### src/rtl/vblfp_pkg.sv
`timescale 1ns / 1ps
`default_nettype none
// ----------------------------------------------------------------------------
// vblfp_pkg
// Shared types and constants of the first labeling pass: item layouts,
// result kinds, register map and parameter defaults.
// ----------------------------------------------------------------------------
package vblfp_pkg;

  // field widths of the input and result items
  localparam int LABEL_W  = 20;
  localparam int COLUMN_W = 10;
  localparam int ROW_W    = 10;
  localparam int FRAME_W  = 16;
  localparam int SAMPLE_W = 32;
  localparam int COUNT_W  = 32;

  localparam logic [FRAME_W-1:0] FRAME_MAX = {FRAME_W{1'b1}};

  // parameter defaults
  localparam int DEF_MAX_COLUMNS = 1024;
  localparam int DEF_MAX_ROWS    = 1024;
  localparam int DEF_LABEL_BITS  = 20;

  // configuration port
  localparam int ADDR_W  = 4;
  localparam int DATA_W  = 32;
  localparam int SIZE_W  = 11;
  localparam int INDEX_W = ADDR_W - 2;

  localparam logic [INDEX_W-1:0] REG_THRESHOLD = 2'd0;
  localparam logic [INDEX_W-1:0] REG_COLUMNS   = 2'd1;
  localparam logic [INDEX_W-1:0] REG_ROWS      = 2'd2;

  localparam logic [SAMPLE_W-1:0] THRESHOLD_RESET = 32'd196608;
  localparam logic [SIZE_W-1:0]   COLUMNS_RESET   = 11'd1024;
  localparam logic [SIZE_W-1:0]   ROWS_RESET      = 11'd1024;

  // result kinds
  localparam logic [1:0] KIND_NEW  = 2'd0;
  localparam logic [1:0] KIND_OLD  = 2'd1;
  localparam logic [1:0] KIND_PAIR = 2'd2;

  typedef struct packed {
    logic signed [SAMPLE_W-1:0] filtered_sample;
    logic [COUNT_W-1:0]         raw_count;
    logic                       start_of_volume;
  } in_item_t;

  typedef struct packed {
    logic [1:0]          kind;
    logic [LABEL_W-1:0]  first_label;
    logic [LABEL_W-1:0]  second_label;
    logic [COLUMN_W-1:0] column;
    logic [ROW_W-1:0]    row;
    logic [FRAME_W-1:0]  frame;
    logic [COUNT_W-1:0]  pixel_count;
    logic                last;
  } out_item_t;

endpackage
`default_nettype wire

### src/rtl/vblfp_raster_pos.sv
`timescale 1ns / 1ps
`default_nettype none
// ----------------------------------------------------------------------------
// vblfp_raster_pos
// Raster position tracker: gives the column, row and frame of the pixel
// offered now, wrapping positions beyond the frame size, and steps on each
// accepted pixel.
// ----------------------------------------------------------------------------
module vblfp_raster_pos #(
  parameter int MAX_COLUMNS = vblfp_pkg::DEF_MAX_COLUMNS,
  parameter int MAX_ROWS    = vblfp_pkg::DEF_MAX_ROWS,
  localparam int CB  = $clog2(MAX_COLUMNS),
  localparam int RB  = $clog2(MAX_ROWS),
  localparam int CNW = $clog2(MAX_COLUMNS + 1),
  localparam int RNW = $clog2(MAX_ROWS + 1),
  localparam int FW  = vblfp_pkg::FRAME_W
) (
  input  wire logic           clk,
  input  wire logic           rst_n,
  input  wire logic           step,
  input  wire logic           sov,
  input  wire logic [CNW-1:0] cols,
  input  wire logic [RNW-1:0] rows,
  output logic      [CB-1:0]  pix_col,
  output logic      [RB-1:0]  pix_row,
  output logic      [FW-1:0]  pix_frame
);

  logic [CB-1:0]  col_r, col_nxt;
  logic [RB-1:0]  row_r, row_nxt;
  logic [FW-1:0]  frame_r, frame_nxt;
  logic [CNW-1:0] c_cur, c_next;
  logic [RNW-1:0] r_cur, r_next;
  logic [FW-1:0]  f_cur, f_next;

  always_comb begin
    c_cur = sov ? '0 : CNW'(col_r);
    r_cur = sov ? '0 : RNW'(row_r);
    f_cur = sov ? '0 : frame_r;
    // sizes shrunk mid-frame
    if (c_cur >= cols) begin
      c_cur = '0;
      r_cur = r_cur + RNW'(1);
    end
    if (r_cur >= rows) begin
      r_cur = '0;
      if (f_cur != vblfp_pkg::FRAME_MAX) begin
        f_cur = f_cur + FW'(1);
      end
    end
    pix_col   = CB'(c_cur);
    pix_row   = RB'(r_cur);
    pix_frame = f_cur;

    // advance past this pixel
    c_next = c_cur + CNW'(1);
    r_next = r_cur;
    f_next = f_cur;
    if (c_next >= cols) begin
      c_next = '0;
      r_next = r_cur + RNW'(1);
      if (r_next >= rows) begin
        r_next = '0;
        if (f_next != vblfp_pkg::FRAME_MAX) begin
          f_next = f_next + FW'(1);
        end
      end
    end
    col_nxt   = CB'(c_next);
    row_nxt   = RB'(r_next);
    frame_nxt = f_next;
  end

  always_ff @(posedge clk) begin
    if (!rst_n) begin
      col_r   <= '0;
      row_r   <= '0;
      frame_r <= '0;
    end else if (step) begin
      col_r   <= col_nxt;
      row_r   <= row_nxt;
      frame_r <= frame_nxt;
    end
  end

endmodule
`default_nettype wire

### config.mk
export PLATFORM = sky130hd
export DESIGN_NAME = vblfp_raster_pos
export DESIGN_NICKNAME = d
export VERILOG_FILES = /design/src/rtl/vblfp_pkg.sv /design/src/rtl/vblfp_raster_pos.sv
export SDC_FILE = /design/constraint.sdc
export NUM_CORES = 1
export LEC_CHECK = 0
export BUFFER_PORTS_ARGS = -buffer_cell sky130_fd_sc_hd__buf_2
export CAP_MARGIN = 25
export CORE_MARGIN = 8
export CORE_UTILIZATION = 45
export CTS_CLUSTER_DIAMETER = 60
export DETAILED_ROUTE_END_ITERATION = 10
export SLEW_MARGIN = 20
export SYNTH_ARGS = -nofsm -noshare
export SYNTH_HDL_FRONTEND = slang
export SYNTH_SLANG_ARGS = --single-unit
### constraint.sdc
create_clock -name clk -period 25.7 [get_ports clk]
set_input_delay 5.14 -clock clk [delete_from_list [all_inputs] [get_ports clk]]
set_output_delay 5.14 -clock clk [all_outputs]
set_load 0.05 [all_outputs]
After elaboration in Yosys (flattened, before gate mapping)
Index checks and enable logic that the tools add are counted.
{"block": "totals", "in_bits": 26, "reg_bits": 36, "word_cells": 28, "output_inout_bits": 36}
{"block": "op_classes", "n_lt_le_gt_ge": 4, "n_eq_ne": 2, "n_mux": 14, "add_sub_neg": 5}
{"op": "16-bit 2-to-1 mux", "n": 6}
{"op": "10-bit 2-to-1 mux", "n": 6}
{"op": "11-bit >= comparator", "n": 3}
{"op": "16-bit by 1-bit adder with 16-bit output, second input constant", "n": 2}
{"op": "16-bit != test, second input constant", "n": 2}
{"op": "10-bit by 1-bit adder with 11-bit output, second input constant", "n": 2}
{"op": "11-bit 2-to-1 mux", "n": 2}
{"op": "11-bit by 1-bit adder with 11-bit output, second input constant", "n": 1}
{"op": "10-bit by 11-bit >= comparator with 1-bit output", "n": 1}

Logic depth before layout (Yosys ltp)
Gate-level depths: netlist of the first run.
{"block": "logic_depth", "ltp_word": 9, "ltp_mapped": 38, "mapped_depth_nobuf": 32}

Least setup slack after synthesis of the first run
OpenSTA, ideal clock, no wires.
{"block": "synth_path", "path_type": "input port to output port", "start": "in sov", "end": "out pix_row[9]", "t_required_ps": 20560, "setup_slack_ps": 9920, "arrival_time_ps": 10640, "n_path_buf": 7, "path_stages": 23, "cell_sequence": "buf_2 > clkbuf_1 > clkbuf_1 > clkbuf_1 > clkbuf_1 > nor2b_1 > ha_1 > a21o_1 > a21o_1 > a21oi_1 > o21a_1 > o21ai_1 > nand4_1 > xor2_1 > nor2_1 > ha_1 > nand4_1 > a21oi_1 > nor3_2 > buf_2 > nand2_1 > clkbuf_1 > nor3_1"}
{"block": "synth_via", "elab_chain_cells": 5, "word_cells_on_any_way": 7, "classes_between": "add/sub: 1; order compare: 2; mux: 4"}
{"item": "start, declared", "line": "vblfp_raster_pos.sv:21", "source": "input wire logic sov,"}
{"item": "10-bit 2-to-1 mux (on tied branches)", "line": "vblfp_raster_pos.sv:38, vblfp_raster_pos.sv:37"}
{"item": "10-bit by 1-bit adder with 11-bit output or 10-bit by 11-bit >= comparator with 1-bit output (tied branches)", "line": "vblfp_raster_pos.sv:43, vblfp_raster_pos.sv:41"}
{"item": "11-bit 2-to-1 mux (*)", "line": "vblfp_raster_pos.sv:41", "source": "if (c_cur >= cols) begin"}
{"item": "11-bit >= comparator", "line": "vblfp_raster_pos.sv:45", "source": "if (r_cur >= rows) begin"}
{"item": "11-bit 2-to-1 mux (*)", "line": "vblfp_raster_pos.sv:45"}
{"item": "end, declared", "line": "vblfp_raster_pos.sv:25", "source": "output logic [RB-1:0] pix_row,"}
Every way passes the cells marked *; elsewhere a longest branch is shown, timed or not.

Worst setup path in the final report of the first run
{"block": "layout_path", "start": "in sov", "end": "out pix_frame[15]"}
{"block": "layout_via", "elab_chain_cells": 5, "word_cells_on_any_way": 11, "classes_between": "add/sub: 2; order compare: 2; eq/ne: 1; mux: 6"}
{"item": "10-bit 2-to-1 mux (on tied branches)", "line": "vblfp_raster_pos.sv:38, vblfp_raster_pos.sv:37"}
{"item": "10-bit by 1-bit adder with 11-bit output or 10-bit by 11-bit >= comparator with 1-bit output (tied branches)", "line": "vblfp_raster_pos.sv:43, vblfp_raster_pos.sv:41"}
{"item": "11-bit 2-to-1 mux", "line": "vblfp_raster_pos.sv:41"}
{"item": "11-bit >= comparator", "line": "vblfp_raster_pos.sv:45"}
{"item": "16-bit 2-to-1 mux (*)", "line": "vblfp_raster_pos.sv:45"}
{"item": "end, declared", "line": "vblfp_raster_pos.sv:26", "source": "output logic [FW-1:0] pix_frame"}
Marks and branches as above.

==> run metrics, run 1 <==
run status finished clean; Avg WL per Cell 17.5 um; final setup fails 0; Detail Route Antenna Nets 0; total routed wirelength 14,000 um; die area 13,600 sq um; number of vias per cell 5.97; Ant. Diodes 0; crit share post-route 0.598; port bufs 61; Min-Delay Startpoint row_r[1]; die span in x 117 um; share of the synthesized area in the top cell type 0.158; final hold violations 0; RSZ-0062 raised after global routing no; Worst-Margin Slew 0.942 ns; Pins Over Slew Limit 0; total gr overflow 0; Clock Sinks 36; via count 4,766; critical path class in -> out; share of layout cells above drive strength 1 0.162; slew margin rel. 0.368; # Post-CTS Setup Buffers 0; leading cell type in the layout, fill and taps excluded buf_2; # hold bufs at CTS 0; hold slack 0.499 ns; Final Critical Period 15.36 ns; number of CTS-inserted buffers 5; FILL cells 1,024; Netlist cell types 86; TNS Setup 0 ns; area delta synth->final 11.3%; Warnings, synthesis 0; DRC viols 0; post-CTS sizing 0; DP HPWL 10,800 um; CORE AREA 9820 sq um; maxcap violations 0; Initial DRC Count 372; Required @ worst endpoint 20.56 ns; CTS tree done; Net count, final 738; fin cells 798; Synthesized Nets 686; kind of end point of the critical path primary output; synthesized area 4570 sq um; H-tree Lvls 2; Synth area leader dfxtp_1; initial antenna violation count 0; Async SR Flop Fraction 0; CTS Buffer Depth 2; Critical Path AT 10.22 ns; Initial Util 0.465; Max Clk Rate 65.1 MHz; Worst Setup SP sov; Worst Hold Class reg -> reg; Root Driver clkbuf_8; synth top area cells dfxtp_1, ha_1, nor2_1; vias in the first global route 4,651; pwr dens 27.1 nW/um^2; Post-synth EDFFs 0; reg-to-reg startpoint col_r[8]; Worst Skew 0.00948 ns; P_leak 2.22 nW; Clock Pin Slew Worst Setup and Hold Paths 0.08 ns; Syn Area/Cell 7.46 sq um; Cells after Synth 612; CP startpoint kind input port; dpl cells 789; io pins 62; Worst-Skew Late Latency 0.28 ns; sequential share of the synthesized area 0.158; drt first pass iters 6; ys flop type dfxtp_1; Placer Congestion 0.878; global-route wire length before repair 23,300 um; worst-path fanout max 51; most frequent cells in the layout buf_2, nor2_1, nand2_1; GRT Total Usage 0.212; largest net degree at the start of global routing 52; chip height 117 um; synthesized flop and latch total 36; peak supply drop 0.0215 mV; row cnt 36
[registers in the layout, indices dropped and copies added, names as in the netlist]
register / count
row_r: 10
col_r: 10
frame_r: 16
[routing by layer]
layer | vias to the layer above | GRT usage | share of wire
met5 | - | 0 | 0
met3 | 24 | 0.0341 | 0.061
met4 | 0 | 0.0452 | 0.014
li1 | 2342 | - | -
met1 | 2260 | 0.281 | 0.47
met2 | 140 | 0.352 | 0.46
[worst paths after layout]
check	to	slack, ns	depth (start not counted)
hold reg to reg	row_r[1]	0.50	2
setup reg to reg	frame_r[14]	17.64	31
hold / removal	row_r[1]	0.50	2
setup / recovery	pix_frame[15]	10.34	21
[report_power, final]
group          internal, mW  switching [mW]
Clock                0.0218          0.0219
Sequential           0.0573         0.00186
Combinational        0.0117          0.0233
[Yosys cell counts (3+ instances only)]
| library cell | instances |
|---|---|
| nor2_1 | 60 |
| nand2_1 | 49 |
| ha_1 | 48 |
| nand3_1 | 42 |
| inv_1 | 39 |
| a21oi_1 | 36 |
| dfxtp_1 | 36 |
| o21ai_0 | 27 |
| nor2b_1 | 24 |
| xnor2_1 | 22 |
| nand2b_1 | 19 |
| clkbuf_1 | 15 |
| nand4_1 | 14 |
| and2_1 | 13 |
| a21o_1 | 10 |
| nor3_1 | 10 |
| a31oi_1 | 9 |
| and3_1 | 8 |
| mux2i_1 | 7 |
| xor2_1 | 7 |
| o21a_1 | 6 |
| or3_1 | 6 |
| and4_1 | 5 |
| a2111oi_2 | 4 |
| a211oi_1 | 4 |
| a311oi_1 | 4 |
| a32o_1 | 4 |
| o211ai_1 | 4 |
| a211o_1 | 3 |
| a221oi_1 | 3 |
| a41oi_1 | 3 |
| buf_2 | 3 |
| or4_1 | 3 |
[cell type report]
type | count | area [sq um] | share of cell area
multi-input combinational | 514 | 3610 | 0.709
clock buffer | 7 | 86.3 | 0.0170
timing repair buffer | 66 | 343 | 0.0674
sequential | 36 | 721 | 0.142
clock inverter | 1 | 7.51 | 0.00148
inverter | 41 | 154 | 0.0303
tap | 133 | 166 | 0.0327
[through the flow]
step                worst slack (ns)  power (mW)   util  instance area (sq um)
finish                         10.34       0.138  0.518                   5080
global route                    9.98       0.146  0.518                   5080
CTS                            10.04       0.139  0.517                   5080
detailed placement             10.07      0.0950  0.507                   4980
global placement               10.31      0.0943  0.507                   4980
floorplan                       9.92      0.0845      -                   4570
[critical path: stages]
cell      delay (ns)
buf_2           0.08
buf_4           0.40
nor2b_1         0.16
ha_1            0.34
a21o_1          0.11
a21oi_1         0.11
nor2_1          0.45
a21o_1          0.19
a31oi_1         0.05
a311oi_2        0.53
inv_1           0.20
ha_1            0.32
nand4_1         0.13
nor3_2          0.26
o31ai_2         0.09
buf_4           0.20
a21o_1          0.24
or4_1           0.50
xnor2_1         0.14
nor2_1          0.21
buf_2           0.32
[kinds of logic after synthesis]
group	after synthesis	synth area share
compound gates	142	0.223
flops	36	0.158
simple gates	282	0.341
buf+inv	62	0.0529
fa+ha+maj	48	0.131
mux	10	0.0252
xor+xnor	32	0.0687
Power figures use the tool's default switching activity.
==> inputs of run 2 (changes only) <==
==> constraint.sdc (replaced) <==
create_clock -name clk -period 15.8 [get_ports clk]
set_input_delay 3.16 -clock clk [delete_from_list [all_inputs] [get_ports clk]]
set_output_delay 3.16 -clock clk [all_outputs]
set_load 0.05 [all_outputs]
==> run 2 against run 1 <==
First-iteration DRC count grew 3.5%. Sequential cell count stayed put. Combinational power rose by 63%. Largest power group unchanged.
==> run metrics, run 2 (same netlist as run 1, synthesis figures left out) <==
run status finished clean (unchanged); leading cell type in the layout, fill and taps excluded buf_2 (unchanged); Net count, final 736 (was 738); RSZ-0062 raised after global routing no (unchanged); Top delay family on crit path simple AND/OR/NAND/NOR gates (unchanged); io pins 62 (unchanged); total gr overflow 0 (unchanged); pwr dens 45.4 nW/um^2 (was 27.1 nW/um^2); Worst Skew 0.00281 ns (was 0.00948 ns); maxcap violations 0 (unchanged); largest net degree at the start of global routing 52 (unchanged); # Post-CTS Setup Buffers 0 (unchanged); Final Util 0.517 (was 0.518); Pins Over Slew Limit 0 (unchanged); critical path's largest stage delay 0.77 ns (was 0.53 ns); hold slack 0.494 ns (was 0.499 ns); chip height 117 um (unchanged); Avg WL per Cell 17.8 um (was 17.5 um); Initial DRC Count 385 (was 372); Final Critical Period 11.89 ns; Max Clk Rate 84.1 MHz; TNS Setup 0 ns (unchanged); Placer Congestion 0.911 (was 0.878); via count 4,731 (was 4,766); area delta synth->final 11.1% (was 11.3%); share of layout cells above drive strength 1 0.160 (was 0.162); number of CTS-inserted buffers 5 (unchanged); total routed wirelength 14,200 um (was 14,000 um); CTS Buffer Depth 2 (unchanged); initial antenna violation count 0 (unchanged); number of vias per cell 5.94 (was 5.97); max reg flops 16 (unchanged); DP HPWL 10,700 um (was 10,800 um); vias in the first global route 4,609 (was 4,651); peak supply drop 0.0308 mV (was 0.0215 mV); Required @ worst endpoint 12.64 ns (was 20.56 ns); reg-to-reg startpoint col_r[8] (unchanged); CP max stage cell nor3_2 (was a311oi_2); GRT Total Usage 0.207 (was 0.212); FF-to-FF End frame_r[14] (unchanged); post-CTS sizing 0 (unchanged); most frequent cells in the layout buf_2, nor2_1, nand2_1 (unchanged); slew margin rel. 0.322 (was 0.368); CTS tree done (unchanged); H-tree Lvls 2 (unchanged); Ant. Diodes 0 (unchanged); total power draw 0.231 mW (was 0.138 mW); Worst-Skew Late Latency 0.30 ns (was 0.28 ns); final setup fails 0 (unchanged); port bufs 61 (unchanged); FF-to-FF setup slack 7.23 ns (was 17.64 ns); Clock Sinks 36 (unchanged); # hold bufs at CTS 0 (unchanged); Initial Util 0.465 (unchanged); largest register by flop count frame_r (unchanged); Critical Path AT 8.73 ns (was 10.22 ns); drt first pass iters 5 (was 6); Worst-Margin Slew 1.01 ns (was 0.942 ns); Critical path buffers and inverters 4 (was 5); Hold Path Depth 2 (unchanged); critical path class in -> out (unchanged); largest registers frame_r x16, col_r x10, row_r x10 (unchanged); Clock Pin Slew Worst Setup and Hold Paths 0.09 ns (was 0.08 ns); Worst Hold Class reg -> reg (unchanged); crit share post-route 0.753; kind of end point of the critical path primary output (unchanged); CORE AREA 9820 sq um (unchanged); hold path endpoint col_r[2] (was row_r[1]); Detail Route Antenna Nets 0 (unchanged); die area 13,600 sq um (unchanged); worst-path fanout max 51 (unchanged); worst r2r path cells 30 (was 31); Cell Chain, Critical Path buf_2 > buf_4 > nor2b_1 > ha_1 > a21o_1 > a21oi_1 > nor2_1 > a21o_1 > a31oi_1 > a311oi_2 > inv_1 > ha_1 > a211oi_1 > nor2_1 > nor3_2 > nand2_1 > a31oi_1 > buf_2 (was buf_2 > buf_4 > nor2b_1 > ha_1 > a21o_1 > a21oi_1 > nor2_1 > a21o_1 > a31oi_1 > a311oi_2 > inv_1 > ha_1 > nand4_1 > nor3_2 > o31ai_2 > buf_4 > a21o_1 > or4_1 > xnor2_1 > nor2_1 > buf_2); final hold violations 0 (unchanged); row cnt 36 (unchanged); CP startpoint kind input port (unchanged); global-route wire length before repair 22,700 um (was 23,300 um); Min-Delay Startpoint col_r[2] (was row_r[1]); DRC viols 0 (unchanged); P_leak 2.21 nW (was 2.22 nW); die span in x 117 um (unchanged); Root Driver clkbuf_8 (unchanged)
[run 2: changes by cell type in the layout (fill, tap and decap cells not counted)]
cell,delta
o31ai_4,+1
o31ai_2,-1
buf_4,-2
[run 2: power by group]
group	total (mW)	leakage [nW]	switching, mW	internal, mW
registers	0.0962	0.293	0.00308	0.0932
logic	0.0571	1.87	0.0381	0.0189
clock network	0.0773	0.0445	0.0417	0.0356
[run 2: through the flow]
step	std cells	setup WS [ns]	area [sq um]
after detailed placement	788	4.03	4970
after global routing	796	3.28	5080
final	796	3.91	5080
after floorplan	612	3.98	4570
after global placement	788	4.18	4970
after CTS	796	3.98	5070
[run 2: worst reg2reg max path: cells and delay by family, from the launching register on]
family                     cells  cell delay, ns
xor gates and xnor gates       2            0.31
DFF                            1            0.37
adders and majority gates      4            1.22
and+or+nand+nor               17            4.77
AOI/OAI and AO/OA              7            1.80
[run 2: how the worst max path moves through the flow]
stage                     from          end  slack [ns]  cells past startpoint
after floorplan            sov   pix_row[9]        3.98                     23
after global placement     sov   pix_row[2]        4.18                     17
after detailed placement   sov   pix_row[2]        4.03                     18
after CTS                  sov   pix_row[2]        3.98                     18
after global routing       sov  frame_r[14]        3.28                     32
final                      sov   pix_row[2]        3.91                     18
[run 2: metal layers]
layer | track usage | part of all wire
met5 | 0 | 0
met4 | 0.0631 | 0.018
met3 | 0.0352 | 0.061
met2 | 0.334 | 0.45
met1 | 0.275 | 0.47
[run 2: area by class of cell]
class	count	area (sq um)
fill	1014	4740
multi-input combinational	514	3610
sequential	36	721
timing repair buffer	64	328
tap	133	166
inverter	41	154
clock buffer	7	86.3
clock inverter	1	7.51
